`src/hdl/bgd_pkg.sv`:
```
// Package for the button gesture detector: widths, codes, register map and config type.
`timescale 1ns / 1ps

package bgd_pkg;

    // Payload and register widths
    localparam int unsigned GestureW  = 2;
    localparam int unsigned DebounceW = 8;
    localparam int unsigned TimerW    = 16;
    localparam int unsigned TapW      = 2;
    localparam int unsigned CfgIdxW   = 2;
    localparam int unsigned CfgDataW  = 16;

    // Gesture codes
    localparam logic [GestureW-1:0] GEST_NONE   = 2'd0;
    localparam logic [GestureW-1:0] GEST_LONG   = 2'd1;
    localparam logic [GestureW-1:0] GEST_DOUBLE = 2'd2;
    localparam logic [GestureW-1:0] GEST_TRIPLE = 2'd3;

    // Register indexes
    localparam logic [CfgIdxW-1:0] REG_DEBOUNCE = 2'd0;
    localparam logic [CfgIdxW-1:0] REG_LONG     = 2'd1;
    localparam logic [CfgIdxW-1:0] REG_DOUBLE   = 2'd2;
    localparam logic [CfgIdxW-1:0] REG_TRIPLE   = 2'd3;

    // Register reset values
    localparam logic [DebounceW-1:0] DEBOUNCE_RST = 8'd30;
    localparam logic [TimerW-1:0]    LONG_RST     = 16'd1000;
    localparam logic [TimerW-1:0]    DOUBLE_RST   = 16'd400;
    localparam logic [TimerW-1:0]    TRIPLE_RST   = 16'd500;

    // Tap count threshold and saturation point
    localparam logic [TapW-1:0] TAP_TWO = 2'd2;
    localparam logic [TapW-1:0] TAP_MAX = 2'd3;

    typedef struct packed {
        logic [DebounceW-1:0] debounce_ticks;
        logic [TimerW-1:0]    long_press_ticks;
        logic [TimerW-1:0]    double_window_ticks;
        logic [TimerW-1:0]    triple_window_ticks;
    } t_cfg;

endpackage

```
`src/hdl/bgd_ifs.sv`:
```
// Stream interfaces for the button level items and the gesture result items.
`timescale 1ns / 1ps

interface bgd_in_if;
    logic valid;
    logic ready;
    logic button_pressed;

    modport source (output valid, output button_pressed, input ready);
    modport sink   (input valid, input button_pressed, output ready);
endinterface

interface bgd_out_if;
    logic                          valid;
    logic                          ready;
    logic [bgd_pkg::GestureW-1:0]  gesture;

    modport source (output valid, output gesture, input ready);
    modport sink   (input valid, input gesture, output ready);
endinterface

```
`src/hdl/bgd_cfg_regs.sv`:
```
// Configuration register bank for the gesture detector timings.
`timescale 1ns / 1ps

module bgd_cfg_regs (
    input  logic                          i_clk,
    input  logic                          i_rst_n,
    input  logic                          i_cfg_we,
    input  logic [bgd_pkg::CfgIdxW-1:0]   i_cfg_idx,
    input  logic [bgd_pkg::CfgDataW-1:0]  i_cfg_data,
    output bgd_pkg::t_cfg                 o_cfg
);

    bgd_pkg::t_cfg r_cfg;
    bgd_pkg::t_cfg n_cfg;

    // Decode the write; data is truncated to each register's width
    always_comb begin
        n_cfg = r_cfg;
        if (i_cfg_we) begin
            case (i_cfg_idx)
                bgd_pkg::REG_DEBOUNCE:
                    n_cfg.debounce_ticks = i_cfg_data[bgd_pkg::DebounceW-1:0];
                bgd_pkg::REG_LONG:   n_cfg.long_press_ticks    = i_cfg_data;
                bgd_pkg::REG_DOUBLE: n_cfg.double_window_ticks = i_cfg_data;
                bgd_pkg::REG_TRIPLE: n_cfg.triple_window_ticks = i_cfg_data;
                default: n_cfg = r_cfg;
            endcase
        end
    end

    always_ff @(posedge i_clk) begin
        if (!i_rst_n) begin
            r_cfg.debounce_ticks      <= bgd_pkg::DEBOUNCE_RST;
            r_cfg.long_press_ticks    <= bgd_pkg::LONG_RST;
            r_cfg.double_window_ticks <= bgd_pkg::DOUBLE_RST;
            r_cfg.triple_window_ticks <= bgd_pkg::TRIPLE_RST;
        end else begin
            r_cfg <= n_cfg;
        end
    end

    assign o_cfg = r_cfg;

endmodule

```
`src/hdl/bgd_core.sv`:
```
// Gesture state machine: mode, timers and tap count, one update per item.
`timescale 1ns / 1ps

module bgd_core (
    input  logic                          i_clk,
    input  logic                          i_rst_n,
    input  bgd_pkg::t_cfg                 i_cfg,
    input  logic                          i_step,
    input  logic                          i_level,
    output logic [bgd_pkg::GestureW-1:0]  o_gesture
);

    localparam logic [1:0] MODE_IDLE     = 2'd0;
    localparam logic [1:0] MODE_PRESSED  = 2'd1;
    localparam logic [1:0] MODE_WAITING  = 2'd2;
    localparam logic [1:0] MODE_DEBOUNCE = 2'd3;

    localparam logic [bgd_pkg::TimerW-1:0] TIMER_MAX = '1;

    logic [1:0]                   r_mode,  n_mode;
    logic                         r_from_wait, n_from_wait;
    logic [bgd_pkg::TimerW-1:0]   r_press, n_press;
    logic [bgd_pkg::TimerW-1:0]   r_rel,   n_rel;
    logic [bgd_pkg::TapW-1:0]     r_tap,   n_tap;

    logic [bgd_pkg::TimerW-1:0]   press_inc;
    logic [bgd_pkg::TimerW-1:0]   rel_inc;
    logic [bgd_pkg::TimerW-1:0]   window;
    logic [bgd_pkg::TimerW-1:0]   debounce_ext;
    logic                         debounce_zero;
    logic [bgd_pkg::GestureW-1:0] gesture;

    // Saturating timer increments and window selection
    assign press_inc     = (r_press == TIMER_MAX) ? TIMER_MAX : r_press + 1'b1;
    assign rel_inc       = (r_rel == TIMER_MAX) ? TIMER_MAX : r_rel + 1'b1;
    assign window        = (r_tap >= bgd_pkg::TAP_TWO) ? i_cfg.triple_window_ticks
                                                       : i_cfg.double_window_ticks;
    assign debounce_ext  = {{(bgd_pkg::TimerW-bgd_pkg::DebounceW){1'b0}},
                            i_cfg.debounce_ticks};
    assign debounce_zero = (i_cfg.debounce_ticks == '0);

    // Next state for one item
    always_comb begin
        n_mode      = r_mode;
        n_from_wait = r_from_wait;
        n_press     = r_press;
        n_rel       = r_rel;
        n_tap       = r_tap;
        gesture     = bgd_pkg::GEST_NONE;
        case (r_mode)
            MODE_IDLE: begin
                if (i_level) begin
                    n_from_wait = 1'b0;
                    n_press     = '0;
                    n_mode      = debounce_zero ? MODE_PRESSED : MODE_DEBOUNCE;
                end
            end
            MODE_PRESSED: begin
                if (!i_level) begin
                    if (r_tap != bgd_pkg::TAP_MAX) n_tap = r_tap + 1'b1;
                    n_rel  = '0;
                    n_mode = MODE_WAITING;
                end else begin
                    n_press = press_inc;
                    if (press_inc >= i_cfg.long_press_ticks) begin
                        n_tap   = '0;
                        n_mode  = MODE_IDLE;
                        gesture = bgd_pkg::GEST_LONG;
                    end
                end
            end
            MODE_WAITING: begin
                if (i_level) begin
                    n_from_wait = 1'b1;
                    n_press     = '0;
                    n_mode      = debounce_zero ? MODE_PRESSED : MODE_DEBOUNCE;
                end else begin
                    n_rel = rel_inc;
                    if (rel_inc >= window) begin
                        if (r_tap == bgd_pkg::TAP_TWO)      gesture = bgd_pkg::GEST_DOUBLE;
                        else if (r_tap == bgd_pkg::TAP_MAX) gesture = bgd_pkg::GEST_TRIPLE;
                        n_tap  = '0;
                        n_mode = MODE_IDLE;
                    end
                end
            end
            default: begin
                // Debouncing: the window keeps running when we came from waiting
                n_press = press_inc;
                if (r_from_wait) n_rel = rel_inc;
                if (press_inc >= debounce_ext) begin
                    if (i_level) begin
                        n_mode  = MODE_PRESSED;
                        n_press = '0;
                    end else begin
                        n_mode = r_from_wait ? MODE_WAITING : MODE_IDLE;
                    end
                end
            end
        endcase
    end

    // State registers advance only when an item is processed
    always_ff @(posedge i_clk) begin
        if (!i_rst_n) begin
            r_mode      <= MODE_IDLE;
            r_from_wait <= 1'b0;
            r_press     <= '0;
            r_rel       <= '0;
            r_tap       <= '0;
        end else if (i_step) begin
            r_mode      <= n_mode;
            r_from_wait <= n_from_wait;
            r_press     <= n_press;
            r_rel       <= n_rel;
            r_tap       <= n_tap;
        end
    end

    assign o_gesture = gesture;

    // Any reported gesture ends in idle with the taps cleared
    a_gesture_to_idle: assert property (@(posedge i_clk) disable iff (!i_rst_n)
        (i_step && gesture != bgd_pkg::GEST_NONE) |=> (r_mode == MODE_IDLE && r_tap == '0))
        else $error("gesture did not return to idle with taps cleared");

    // No item, no state change
    a_hold_without_item: assert property (@(posedge i_clk) disable iff (!i_rst_n)
        !i_step |=> ($stable(r_mode) && $stable(r_tap) && $stable(r_press) && $stable(r_rel)))
        else $error("state changed without an item");

    // Double and triple taps only come out of the window
    a_taps_from_window: assert property (@(posedge i_clk) disable iff (!i_rst_n)
        (gesture == bgd_pkg::GEST_DOUBLE || gesture == bgd_pkg::GEST_TRIPLE)
        |-> (r_mode == MODE_WAITING && r_tap >= bgd_pkg::TAP_TWO))
        else $error("tap gesture outside the release window");

    // A release from pressed always counts at least one tap
    a_release_counts_tap: assert property (@(posedge i_clk) disable iff (!i_rst_n)
        (i_step && r_mode == MODE_PRESSED && !i_level) |=> (r_tap != '0 && r_rel == '0))
        else $error("release did not register a tap");

endmodule

```
`src/hdl/button_gesture_detector.sv`:
```
// Top level of the button gesture detector: input register, state update, result register.
//
//  channel   dir   handshake       payload
//  i_in      in    valid/ready     button_pressed (1 bit)
//  o_out     out   valid/ready     gesture (2 bit)
//  i_cfg_*   in    write enable    i_cfg_idx (2 bit), i_cfg_data (16 bit)
//
// One item per clock sustained while o_out is ready; each item passes through the input
// register, then the state update feeding the result register, before it shows on o_out.
// Every accepted item gives exactly one result item.
// Reset is synchronous, active low; it restores idle state and default timings.
// A stall on o_out holds the result register and, once the input register is full,
// drops i_in.ready.
`timescale 1ns / 1ps

module button_gesture_detector (
    input  logic                          i_clk,
    input  logic                          i_rst_n,
    bgd_in_if.sink                        i_in,
    bgd_out_if.source                     o_out,
    input  logic                          i_cfg_we,
    input  logic [bgd_pkg::CfgIdxW-1:0]   i_cfg_idx,
    input  logic [bgd_pkg::CfgDataW-1:0]  i_cfg_data
);

    bgd_pkg::t_cfg                cfg;
    logic                         r_in_valid;
    logic                         r_in_level;
    logic                         r_out_valid;
    logic [bgd_pkg::GestureW-1:0] r_out_gesture;
    logic [bgd_pkg::GestureW-1:0] gesture;
    logic                         out_load;
    logic                         step;

    bgd_cfg_regs u_cfg (
        .i_clk      (i_clk),
        .i_rst_n    (i_rst_n),
        .i_cfg_we   (i_cfg_we),
        .i_cfg_idx  (i_cfg_idx),
        .i_cfg_data (i_cfg_data),
        .o_cfg      (cfg)
    );

    // Pipeline flow control
    assign out_load   = !r_out_valid || o_out.ready;
    assign step       = r_in_valid && out_load;
    assign i_in.ready = !r_in_valid || out_load;

    // Input register
    always_ff @(posedge i_clk) begin
        if (!i_rst_n) begin
            r_in_valid <= 1'b0;
        end else if (i_in.ready) begin
            r_in_valid <= i_in.valid;
        end
    end

    always_ff @(posedge i_clk) begin
        if (i_in.ready && i_in.valid) begin
            r_in_level <= i_in.button_pressed;
        end
    end

    bgd_core u_core (
        .i_clk     (i_clk),
        .i_rst_n   (i_rst_n),
        .i_cfg     (cfg),
        .i_step    (step),
        .i_level   (r_in_level),
        .o_gesture (gesture)
    );

    // Result register
    always_ff @(posedge i_clk) begin
        if (!i_rst_n) begin
            r_out_valid <= 1'b0;
        end else if (out_load) begin
            r_out_valid <= r_in_valid;
        end
    end

    always_ff @(posedge i_clk) begin
        if (step) begin
            r_out_gesture <= gesture;
        end
    end

    assign o_out.valid   = r_out_valid;
    assign o_out.gesture = r_out_gesture;

endmodule
```
`src/flat_wrapper.sv`:
```
// flat-port wrapper written by rule: the top's interface ports become plain ports
module button_gesture_detector_flat 
  (i_clk, i_rst_n, i_cfg_we, i_cfg_idx, i_cfg_data, i_in_valid, i_in_button_pressed, i_in_ready, o_out_valid, o_out_gesture, o_out_ready);
  bgd_in_if i_in_i ();
  bgd_out_if o_out_i ();
  input  logic i_clk;
  input  logic i_rst_n;
  input  logic i_cfg_we;
  input  logic [bgd_pkg::CfgIdxW-1:0] i_cfg_idx;
  input  logic [bgd_pkg::CfgDataW-1:0] i_cfg_data;
  input wire logic [$bits(i_in_i.valid)-1:0] i_in_valid;
  input wire logic [$bits(i_in_i.button_pressed)-1:0] i_in_button_pressed;
  output wire logic [$bits(i_in_i.ready)-1:0] i_in_ready;
  output wire logic [$bits(o_out_i.valid)-1:0] o_out_valid;
  output wire logic [$bits(o_out_i.gesture)-1:0] o_out_gesture;
  input wire logic [$bits(o_out_i.ready)-1:0] o_out_ready;
  assign i_in_i.valid = i_in_valid;
  assign i_in_i.button_pressed = i_in_button_pressed;
  assign i_in_ready = i_in_i.ready;
  assign o_out_valid = o_out_i.valid;
  assign o_out_gesture = o_out_i.gesture;
  assign o_out_i.ready = o_out_ready;
  button_gesture_detector u_core (.i_clk(i_clk), .i_rst_n(i_rst_n), .i_in(i_in_i), .o_out(o_out_i), .i_cfg_we(i_cfg_we), .i_cfg_idx(i_cfg_idx), .i_cfg_data(i_cfg_data));
endmodule
```
`config.mk`:
```
export PLATFORM = sky130hd
export DESIGN_NAME = button_gesture_detector_flat
export DESIGN_NICKNAME = d
export VERILOG_FILES = /design/src/hdl/bgd_pkg.sv /design/src/hdl/bgd_ifs.sv /design/src/hdl/bgd_cfg_regs.sv /design/src/hdl/bgd_core.sv /design/src/hdl/button_gesture_detector.sv /design/src/flat_wrapper.sv
export SDC_FILE = /design/constraint.sdc
export NUM_CORES = 1
export LEC_CHECK = 0
export ABC_AREA = 1
export BUFFER_PORTS_ARGS = -buffer_cell sky130_fd_sc_hd__buf_4
export CAP_MARGIN = 20
export CELL_PAD_IN_SITES_DETAIL_PLACEMENT = 2
export CELL_PAD_IN_SITES_GLOBAL_PLACEMENT = 2
export CORE_UTILIZATION = 32
export CTS_BUF_LIST = sky130_fd_sc_hd__clkbuf_16
export CTS_CLUSTER_DIAMETER = 50
export DETAILED_ROUTE_END_ITERATION = 8
export PLACE_DENSITY = 0.87
export SETUP_SLACK_MARGIN = 0.5
export SYNTH_ARGS = -nofsm -noshare
export SYNTH_HDL_FRONTEND = slang
export SYNTH_SLANG_ARGS = --single-unit
```
`constraint.sdc`:
```
create_clock -name i_clk -period 2.6 [get_ports i_clk]
set_clock_uncertainty 0.05 [all_clocks]
set_input_delay 0.52 -clock i_clk [delete_from_list [all_inputs] [get_ports i_clk]]
set_output_delay 0.52 -clock i_clk [all_outputs]
set_load 0.1 [all_outputs]
```
==> impl_metrics.yaml <==
layout:
  num_antenna_cells: 0
  multi_input_area_sq_um: 4400
  seq_area_sq_um: 2020
  area_growth_pct: 50.0
  nets: 1077
  drive_gt1_share_pct: 40.2
  fillers: 1987
power:
  leakage_nw: 3.93
  pwr-share-clk_pct: 40.6
  swShare_pct: 33.0
  p_seq_share_pct: 45.1
  power.total_mw: 3.55
  comb_power_share_pct: 14.2
  intPower_mw: 2.38
  p_sw_mw: 1.17
  ir_drop_mv: 0.467
  p_per_area_nw_per_um2: 402
clocking:
  clock_sinks: 98
  h-tree-depth: 3
  numCtsBuffers: 9
  clk_path_buf_depth: 2
  clk_pin_slew_ns: 0.09
  cts_tree: "built"
  clockRootBuffer: "clkbuf_16"
  clk-insertion-delay-late_ns: 0.39
route:
  vias_per_cell: 5.96
  drt_first_pass_iters: 5
  route.detailed.drc: 0
  drt-initial-drc-count: 546
  wl_per_cell_microns: 30.4
  wl_mm: 37.6
  ant_nets: 0
  vias: 7381
synthesis:
  syn-num-nets: 914
  yosysMostFrequentCell: "nand2_1"
  yosysWarningCount: 0
  synthCells: 842
  seq_area_frac_synth_pct: 33.9
  syn-cell-area_sq_um: 5880
  netlist.top_cell.by_area: "dfxtp_1"
  synth_seq_cells: 98
  yosys-top-cells-count: "198 x nand2_1, 102 x inv_1, 95 x dfxtp_1, 75 x a21oi_1, 70 x nor2_1"
  synth_edf_count: 3
  synth_area_leaders: "dfxtp_1 32%, nand2_1 13%, ha_1 10%, inv_1 6.5%, a21oi_1 6.4%"
  ys.flop_type: "dfxtp_1"
  synth_cell_types: 43
  async_flop_share_pct: 0
  synth_top_area_share_pct: 32.4
  syn_area_per_cell_sq_um: 6.98
status:
  status: "complete, but fails checks"
  violations: "negative setup slack"
placed_design:
  gp_congestion: 0.812
  pre_cts_slack_ns: -0.925
  place_hpwl_mm: 19.3
  portBuffers: 27
grt:
  grt_pass1_wl_mm: 50.1
  grt_max_degree: 36
  antenna_found_initial: 0
  grt_overflow: 0
  grt_pass1_vias: 7984
  grt_usage_pct: 36.5
worst_setup_path:
  required_ns: 2.83
  crit_type: "reg -> reg"
  slowest_delay_ns: 0.40
  worst_setup_path_end_kind: "flop"
  start_kind: "flop"
  arrival_ns: 3.62
  path_cells: "ha_4 -> nand3_4 -> nor2_4 -> nand2_2 -> inv_4 -> nand2_4 -> nor2_4 -> nand2_4 -> o21ai_1 -> ha_1 -> nand2_1 -> nor2_1 -> nand2_1 -> nand2_1 -> nand2_2 -> nand4_1 -> nor2_2 -> nor2_4 -> nand3_2 -> nand2_1 -> inv_1 -> nor2_1"
  slowest_stage: "dfxtp_4"
  crit_path_max_fanout: 5
  path_common_cell: "nand2_1"
sta:
  setup_viol: 22
  slew_violations: 0
  worstMarginPinSlew_ns: 0.684
  maxSlewHeadroom_pct: 54.0
  fin_tns_setup_ns: -12.52
  fmax_ghz: 0.295
  holdWs_ns: 0.284
  final_hold_viol_count: 0
  rsz0062_at_grt: "true"
  period_share_pct: 130
  layout_setup_ws_ns: -0.789
  period_minus_slack_ns: 3.39
floorplanning:
  coreArea_sq_um: 18000
  dieArea_sq_um: 18900
  die_h_microns: 138
  start_util_pct: 32.7
  die_w_microns: 138
  ios: 28
  rows: 49
worst_hold_path:
  hp-class: "in -> reg"
job:
  drv_cap: 0
critical path, delay by kind of cell (launching register included):
| family | cells | cell delay, ns |
|---|---|---|
| AO/OA/AOI/OAI | 1 | 0.18 |
| flip-flops | 1 | 0.40 |
| buffers and inverters | 2 | 0.18 |
| adder cells (fa/ha/maj) | 2 | 0.44 |
| AND/OR/NAND/NOR | 17 | 2.00 |
routing by layer:
layer | GRT usage (%) | routed length, microns | vias to the layer above
met3 | 6.84 | 1890 | 155
met4 | 20.3 | 2180 | 0
met1 | 41.2 | 14500 | 3760
met5 | 0 | 0 | -
li1 | - | - | 3102
met2 | 64.5 | 19000 | 364
cell families (layout without fill, tap and decap cells):
kind of cell / after synthesis / after routing / share of synthesized area, %
adders and majority gates: 48 / 48 / 10.2
buffers and inverters: 132 / 299 / 8.79
xor gates and xnor gates: 5 / 5 / 0.745
and+or+nand+nor: 385 / 386 / 29.6
AOI/OAI and AO/OA: 171 / 171 / 16.2
DFF: 98 / 98 / 33.9
muxes: 3 / 3 / 0.511
final timing paths:
check                                       startpoint                      end  slack, ns  cells past startpoint
worst max-delay path            u_core.u_core.r_rel[0]  u_core.u_core.r_mode[0]      -0.79                     22
worst max register to register  u_core.u_core.r_rel[0]  u_core.u_core.r_mode[0]      -0.79                     22
worst min-delay path               i_in_button_pressed        u_core.r_in_level       0.28                      1
worst min register to register   u_core.u_cfg.o_cfg[0]    u_core.u_cfg.o_cfg[0]       0.44                      2
layout by cell type (no fill, tap or decap), drive strengths merged, types with 11 or more instances in the layout:
cell / count
inv: 107
nor3: 11
buf: 176
nor2: 82
a21oi: 84
nand4: 18
ha: 48
o21ai: 64
dfxtp: 95
nand3: 62
o211ai: 11
nand2: 202
stage by stage:
stage / instance area [sq um] / util [%] / cells
6_report: 8820 / 49.1 / 1239
5_1_grt: 8820 / 49.1 / 1239
4_1_cts: 8270 / 46.1 / 1230
3_5_place_dp: 7260 / 40.4 / 1188
3_3_place_gp: 7260 / 40.4 / 1188
2_1_floorplan: 5990 / - / 842
sequential cells by signal, indices dropped and copies added, names as in the netlist:
| signal | cells |
|---|---|
| u_core.u_cfg.o_cfg | 56 |
| u_core.u_core.r_press | 16 |
| u_core.u_core.r_rel | 16 |
| u_core.o_out.gesture | 2 |
| u_core.u_core.r_mode | 2 |
| u_core.u_core.r_tap | 2 |
| u_core.o_out.valid | 1 |
| u_core.r_in_level | 1 |
| u_core.r_in_valid | 1 |
| u_core.u_core.r_from_wait | 1 |
repair_timing:
action	CTS	global route
gates resized for setup	115	106
hold buffers	0	0
pin swaps	50	48
gates cloned	2	0
setup endpoints to repair	38	38
setup buffers	24	9
hold endpoints to repair	0	0
power groups by stage:
| stage | registers, mW | clock network, mW | logic [mW] |
|---|---|---|---|
| floorplan | 1.63 | 0 | 0.205 |
| global placement | 1.62 | 0 | 0.336 |
| detailed placement | 1.63 | 0 | 0.375 |
| CTS | 1.59 | 1.40 | 0.421 |
| global route | 1.60 | 1.49 | 0.524 |
| finish | 1.60 | 1.44 | 0.505 |
cell type report:
class	instances	area share (%)
multi-input combinational	613	49.9
sequential	98	22.9
timing repair buffer	176	16.1
inverter	107	4.61
tap	229	3.25
clock buffer	9	2.55
clock inverter	7	0.681
Note: power is estimated with default switching activity, not from simulation.
